## src/kst_pkg.sv

```systemverilog
// shared constants and types for the kelvin tensor inverse
`timescale 1ns / 1ps
package kst_pkg;

    localparam int FRAC_BITS_DEF  = 16;
    localparam int DATA_WIDTH_DEF = 32;
    localparam int COMP_W         = 32;
    localparam int DET_W          = 64;
    localparam int NUM_COMP       = 6;

    // sqrt(2)/2 in Q0.32, rounded half up
    localparam logic signed [32:0] HALF_ROOT2_Q32 = 33'sd3037000500;

    typedef struct packed {
        logic                singular;
        logic                det_sat;
        logic [NUM_COMP-1:0] ovf;
        logic [NUM_COMP-1:0] neg;
    } kst_flags_t;

endpackage

```

## src/kst_finish.sv

```systemverilog
// sign, clipping and output register
`timescale 1ns / 1ps
module kst_finish #(
    parameter int W = kst_pkg::COMP_W
) (
    input  logic                               clk,
    input  logic                               rst_n,
    input  logic                               in_valid,
    output logic                               in_ready,
    input  logic [W-1:0]                       quot [kst_pkg::NUM_COMP],
    input  kst_pkg::kst_flags_t                flags,
    input  logic [kst_pkg::DET_W-1:0]          det_in,
    output logic                               out_valid,
    input  logic                               out_ready,
    output logic signed [kst_pkg::COMP_W-1:0]  inv [kst_pkg::NUM_COMP],
    output logic signed [kst_pkg::DET_W-1:0]   det_value,
    output logic                               singular,
    output logic                               saturated
);
    import kst_pkg::*;

    localparam logic [W-1:0] MAG_MAX = {1'b0, {(W-1){1'b1}}};
    localparam logic [W-1:0] MAG_MIN = {1'b1, {(W-1){1'b0}}};

    logic                       vld_reg;
    logic signed [COMP_W-1:0]   inv_reg [NUM_COMP];
    logic signed [DET_W-1:0]    det_reg;
    logic                       sing_reg;
    logic                       sat_reg;

    logic signed [W-1:0]        val_nx  [NUM_COMP];
    logic [NUM_COMP-1:0]        clip_nx;

    assign in_ready = !vld_reg || out_ready;

    always_comb
    begin
        for (int i = 0; i < NUM_COMP; i++)
        begin
            if (flags.neg[i])
            begin
                clip_nx[i] = flags.ovf[i] || (quot[i] > MAG_MIN);
                val_nx[i]  = clip_nx[i] ? MAG_MIN : -quot[i];
            end
            else
            begin
                clip_nx[i] = flags.ovf[i] || (quot[i] > MAG_MAX);
                val_nx[i]  = clip_nx[i] ? MAG_MAX : quot[i];
            end
        end
    end

    always_ff @(posedge clk or negedge rst_n)
    begin
        if (!rst_n)
        begin
            vld_reg <= 1'b0;
        end
        else if (in_ready)
        begin
            vld_reg <= in_valid;
        end
    end

    always_ff @(posedge clk)
    begin
        if (in_ready)
        begin
            sing_reg <= flags.singular;
            if (flags.singular)
            begin
                det_reg <= '0;
                sat_reg <= 1'b0;
                for (int i = 0; i < NUM_COMP; i++)
                begin
                    inv_reg[i] <= '0;
                end
            end
            else
            begin
                det_reg <= det_in;
                sat_reg <= (|clip_nx) || flags.det_sat;
                for (int i = 0; i < NUM_COMP; i++)
                begin
                    inv_reg[i] <= COMP_W'(val_nx[i]);
                end
            end
        end
    end

    assign out_valid = vld_reg;
    assign det_value = det_reg;
    assign singular  = sing_reg;
    assign saturated = sat_reg;
    always_comb
    begin
        for (int i = 0; i < NUM_COMP; i++)
        begin
            inv[i] = inv_reg[i];
        end
    end

`ifndef SYNTHESIS
    a_singular_zero: assert property (@(posedge clk) disable iff (!rst_n)
        out_valid && singular |-> det_value == '0 && !saturated)
        else $error("singular result carries nonzero determinant or saturation");
    a_regular_nonzero: assert property (@(posedge clk) disable iff (!rst_n)
        out_valid && !singular |-> det_value != '0)
        else $error("regular result with zero determinant");
`endif

endmodule

```

## config.mk

```make
export PLATFORM = sky130hd
export DESIGN_NAME = kst_finish
export DESIGN_NICKNAME = d
export VERILOG_FILES = /design/src/kst_pkg.sv /design/src/kst_finish.sv
export SDC_FILE = /design/constraint.sdc
export NUM_CORES = 1
export LEC_CHECK = 0
export BUFFER_PORTS_ARGS = -buffer_cell sky130_fd_sc_hd__buf_2
export CORE_MARGIN = 4
export CORE_UTILIZATION = 32
export CTS_BUF_LIST = sky130_fd_sc_hd__clkbuf_16
export DETAILED_ROUTE_END_ITERATION = 12
export PLACE_DENSITY = 0.63
export SLEW_MARGIN = 40
export SYNTH_ARGS = -nofsm -noshare
export SYNTH_HDL_FRONTEND = slang
export SYNTH_SLANG_ARGS = --single-unit
```

## constraint.sdc

```tcl
create_clock -name clk -period 11.04 [get_ports clk]
set_input_delay 0.552 -clock clk [delete_from_list [all_inputs] [get_ports clk]]
set_output_delay 0.552 -clock clk [all_outputs]
set_load 0.05 [all_outputs]
```

==> impl_metrics.yaml <==
critical_path:
  path_class: "primary input to flop"
  r2r_slack_ns: 8.64
  startpoint: "quot[32]"
  r2r-start: "out_valid"
  cp_max_fo: 19
  reg2reg_to: "inv_reg[5][12]"
  path_depth: 9
  cp_cell_sequence: "buf_2 > inv_1 > ha_1 > or4b_1 > nor2_1 > nand4_1 > a21o_1 > or3b_1 > a31oi_1"
  crit_path_start_kind: "primary input"
  reg2reg_depth: 5
  worstPathRequired_ns: 11.43
  critPathBufInv: 2
  slowest_stage: "nand4_1"
  crit_arrival_ns: 3.65
  cp-endpoint: "inv_reg[4][18]"
  endpoint_kind: "flop"
  cp_slowest_stage_delay_ns: 0.70
  cp_top_family: "simple AND/OR/NAND/NOR gates"
sta:
  timing.fmax_mhz: 307.5
  rsz0062_at_grt: "false"
  finClkSkew_ns: 0.02360
  tightest_slew_ns: 0.8624
  maxSlewViolCount: 0
  setup_viol: 0
  finalSetupTns_ns: 0
  holdWs_ns: 0.1969
  relSlewSlack: 0.4198
  final-hold-violation-count: 0
  setup_ws_ns: 7.788
  min_period_ns: 3.252
  final.period_utilization: 0.2946
floorplan:
  die_h_um: 226.7
  core_sq_um: 46950
  start_util: 0.3261
  dieArea_sq_um: 51410
  num_io_pins: 534
  num_rows: 79
  fp.dieW_um: 226.7
clocking:
  cts_resized: 0
  cts_hold_buffers: 1
  tritoncts: "yes"
  cts_made_buffers: 31
  clk_latency_ns: 0.58
  htreeDepth: 1
  cts_setup_buffers: 0
  cts_max_path_buffers: 3
  cts-root-buf: "clkbuf_16"
  clk_pin_slew_worst_paths_ns: 0.06
  cts_sinks: 259
pwr:
  p_per_area_nw_per_um2: 152.6
  ir_drop_v: 0.0001114
  p_leak_nw: 7.738
  report.power.total_w: 0.003002
detailed_routing:
  via_per_inst: 5.728
  wirelength_um: 58910
  post_drt_wl_per_cell_um: 21.74
  drc: 0
  dr.pass1.iters: 5
  vias: 15520
  final_antenna_net_count: 0
  drtIter0Drc: 1531
global_routing:
  antenna_found_initial: 16
  grt_overflow_total: 0
  grt_pass1_vias: 14450
  grt_max_degree: 74
  grt_pass1_wl_um: 86970
  grt_usage: 0.2123
layout:
  multiInputGateArea_sq_um: 7052
  final_util: 0.4190
  fill_cells: 4631
  largest_reg_flops: 192
  area_delta_synth_final_pct: 28.50
  drive_gt1_frac: 0.3072
  nets: 2350
  regArea_sq_um: 7772
synthesis:
  synth_flop_cell: "edfxtp_1"
  synth_cell_types: 76
  synth-edff-count: 258
  synth-seq-cells: 259
  synthCells: 1586
  netlist_area_sq_um: 15310
  synth_fp_nets: 1866
  ys.warnings.count: 0
  yosysSeqAreaShare: 0.5076
  async_reset_ff_frac: 0.003861
  synth.avg_cell_area_sq_um: 9.654
run:
  cap_violations: 0
placed_design:
  portBuffers: 533
  dp_hpwl_um: 43330
  dp_slack_ns: 7.322
  gp_congestion: 0.9070
run_status:
  outcome: "finished, final reports clean"
min_path:
  hp-class: "primary input to flop"
-- routing by layer --
metal	vias up	wire, um	track usage	share of wire
met5	-	85	0	0.0014
met3	112	6032	0.06214	0.10
met2	785	27850	0.3507	0.47
li1	7161	-	-	-
met1	7450	23590	0.2751	0.40
met4	14	1352	0.05283	0.023
-- worst min path at each step --
stage,from,endpoint,slack (ns),depth (start not counted)
final,in_valid,out_valid,0.20,2
after global placement,rst_n,out_valid,0.33,1
after CTS,in_valid,out_valid,0.15,2
after detailed placement,rst_n,out_valid,0.33,1
after global routing,in_valid,out_valid,0.19,2
after floorplan,rst_n,out_valid,0.26,0
-- where the power goes --
group          switching (W)  leakage [nW]  total, W  internal, W
Combinational       0.000555          4.44  0.000719     0.000164
Clock               0.000424         0.531   0.00107     0.000647
Sequential         0.0000269          2.76   0.00121      0.00118
Total                0.00101          7.74   0.00300      0.00200
-- synthesized netlist by cell type, drive strengths merged (10+ instances only) --
| cell type | number | area, sq um |
|---|---|---|
| edfxtp | 258 | 7747 |
| a21oi | 156 | 780.8 |
| nor2 | 143 | 544.3 |
| o21ai | 107 | 561.8 |
| nand2 | 97 | 364.1 |
| nor3 | 88 | 455.4 |
| clkbuf | 84 | 315.3 |
| a31oi | 76 | 475.5 |
| nor2b | 71 | 444.2 |
| inv | 47 | 176.4 |
| nand3 | 47 | 240.2 |
| or3 | 46 | 287.8 |
| nor4 | 40 | 256.5 |
| or4 | 26 | 206.5 |
| a311oi | 23 | 201.4 |
| nand4 | 21 | 131.4 |
| o31ai | 19 | 142.6 |
| o221a | 17 | 191.4 |
| buf | 14 | 90.08 |
| nand2b | 14 | 87.58 |
| xnor2 | 13 | 113.9 |
| a21boi | 11 | 82.58 |
| o31a | 11 | 96.34 |
| or2 | 11 | 68.82 |
| a211oi | 10 | 75.07 |
| and3 | 10 | 62.56 |
| or3b | 10 | 87.59 |
-- metrics by stage --
| step | area [sq um] | cells |
|---|---|---|
| 6_report | 19670 | 2710 |
| 5_1_grt | 19670 | 2707 |
| 4_1_cts | 19580 | 2698 |
| 3_5_place_dp | 18520 | 2641 |
| 3_3_place_gp | 18470 | 2641 |
| 2_1_floorplan | 15310 | 1586 |
-- placed cells by master, fill, tap and decap left out, types with 11 or more instances in the layout --
| cell type | n |
|---|---|
| a21boi_0 | 11 |
| a21oi_1 | 154 |
| a311oi_1 | 23 |
| a31oi_1 | 76 |
| buf_2 | 533 |
| clkbuf_16 | 31 |
| edfxtp_1 | 258 |
| inv_1 | 55 |
| nand2_1 | 96 |
| nand2b_1 | 11 |
| nand3_1 | 46 |
| nand4_1 | 21 |
| nor2_1 | 141 |
| nor2b_1 | 70 |
| nor3_1 | 82 |
| nor4_1 | 36 |
| o21ai_0 | 71 |
| o21ai_1 | 32 |
| o221a_1 | 11 |
| o31a_1 | 11 |
| o31ai_1 | 19 |
| or3_1 | 46 |
| or4_1 | 23 |
| xnor2_1 | 13 |
-- layout make-up --
type                       count  area share
antenna                       10    0.001272
clock buffer                  31     0.03943
clock inverter                25     0.01418
inverter                      48    0.009158
multi-input combinational   1181      0.3584
sequential                   259      0.3951
tap                          607     0.03860
timing repair buffer         549      0.1439
-- worst reg2reg max path: cells and delay by family, from the launching register on --
kind	cells	cell delay, ns
AO/OA/AOI/OAI	1	0.46
AND/OR/NAND/NOR	3	0.85
flip-flops	1	0.47
buffers and inverters	1	0.44
-- cells by family (layout without fill, tap and decap cells) --
family,Yosys count,count (layout),share of synthesized area
DFF,259,259,0.5076
muxes,1,1,0.0006538
AOI/OAI and AO/OA,497,497,0.2080
adders and majority gates,6,6,0.004903
and+or+nand+nor,662,662,0.2320
buffers and inverters,146,653,0.03824
other,0,10,0
xor gates and xnor gates,15,15,0.008581
Note: power is estimated with default switching activity, not from simulation.
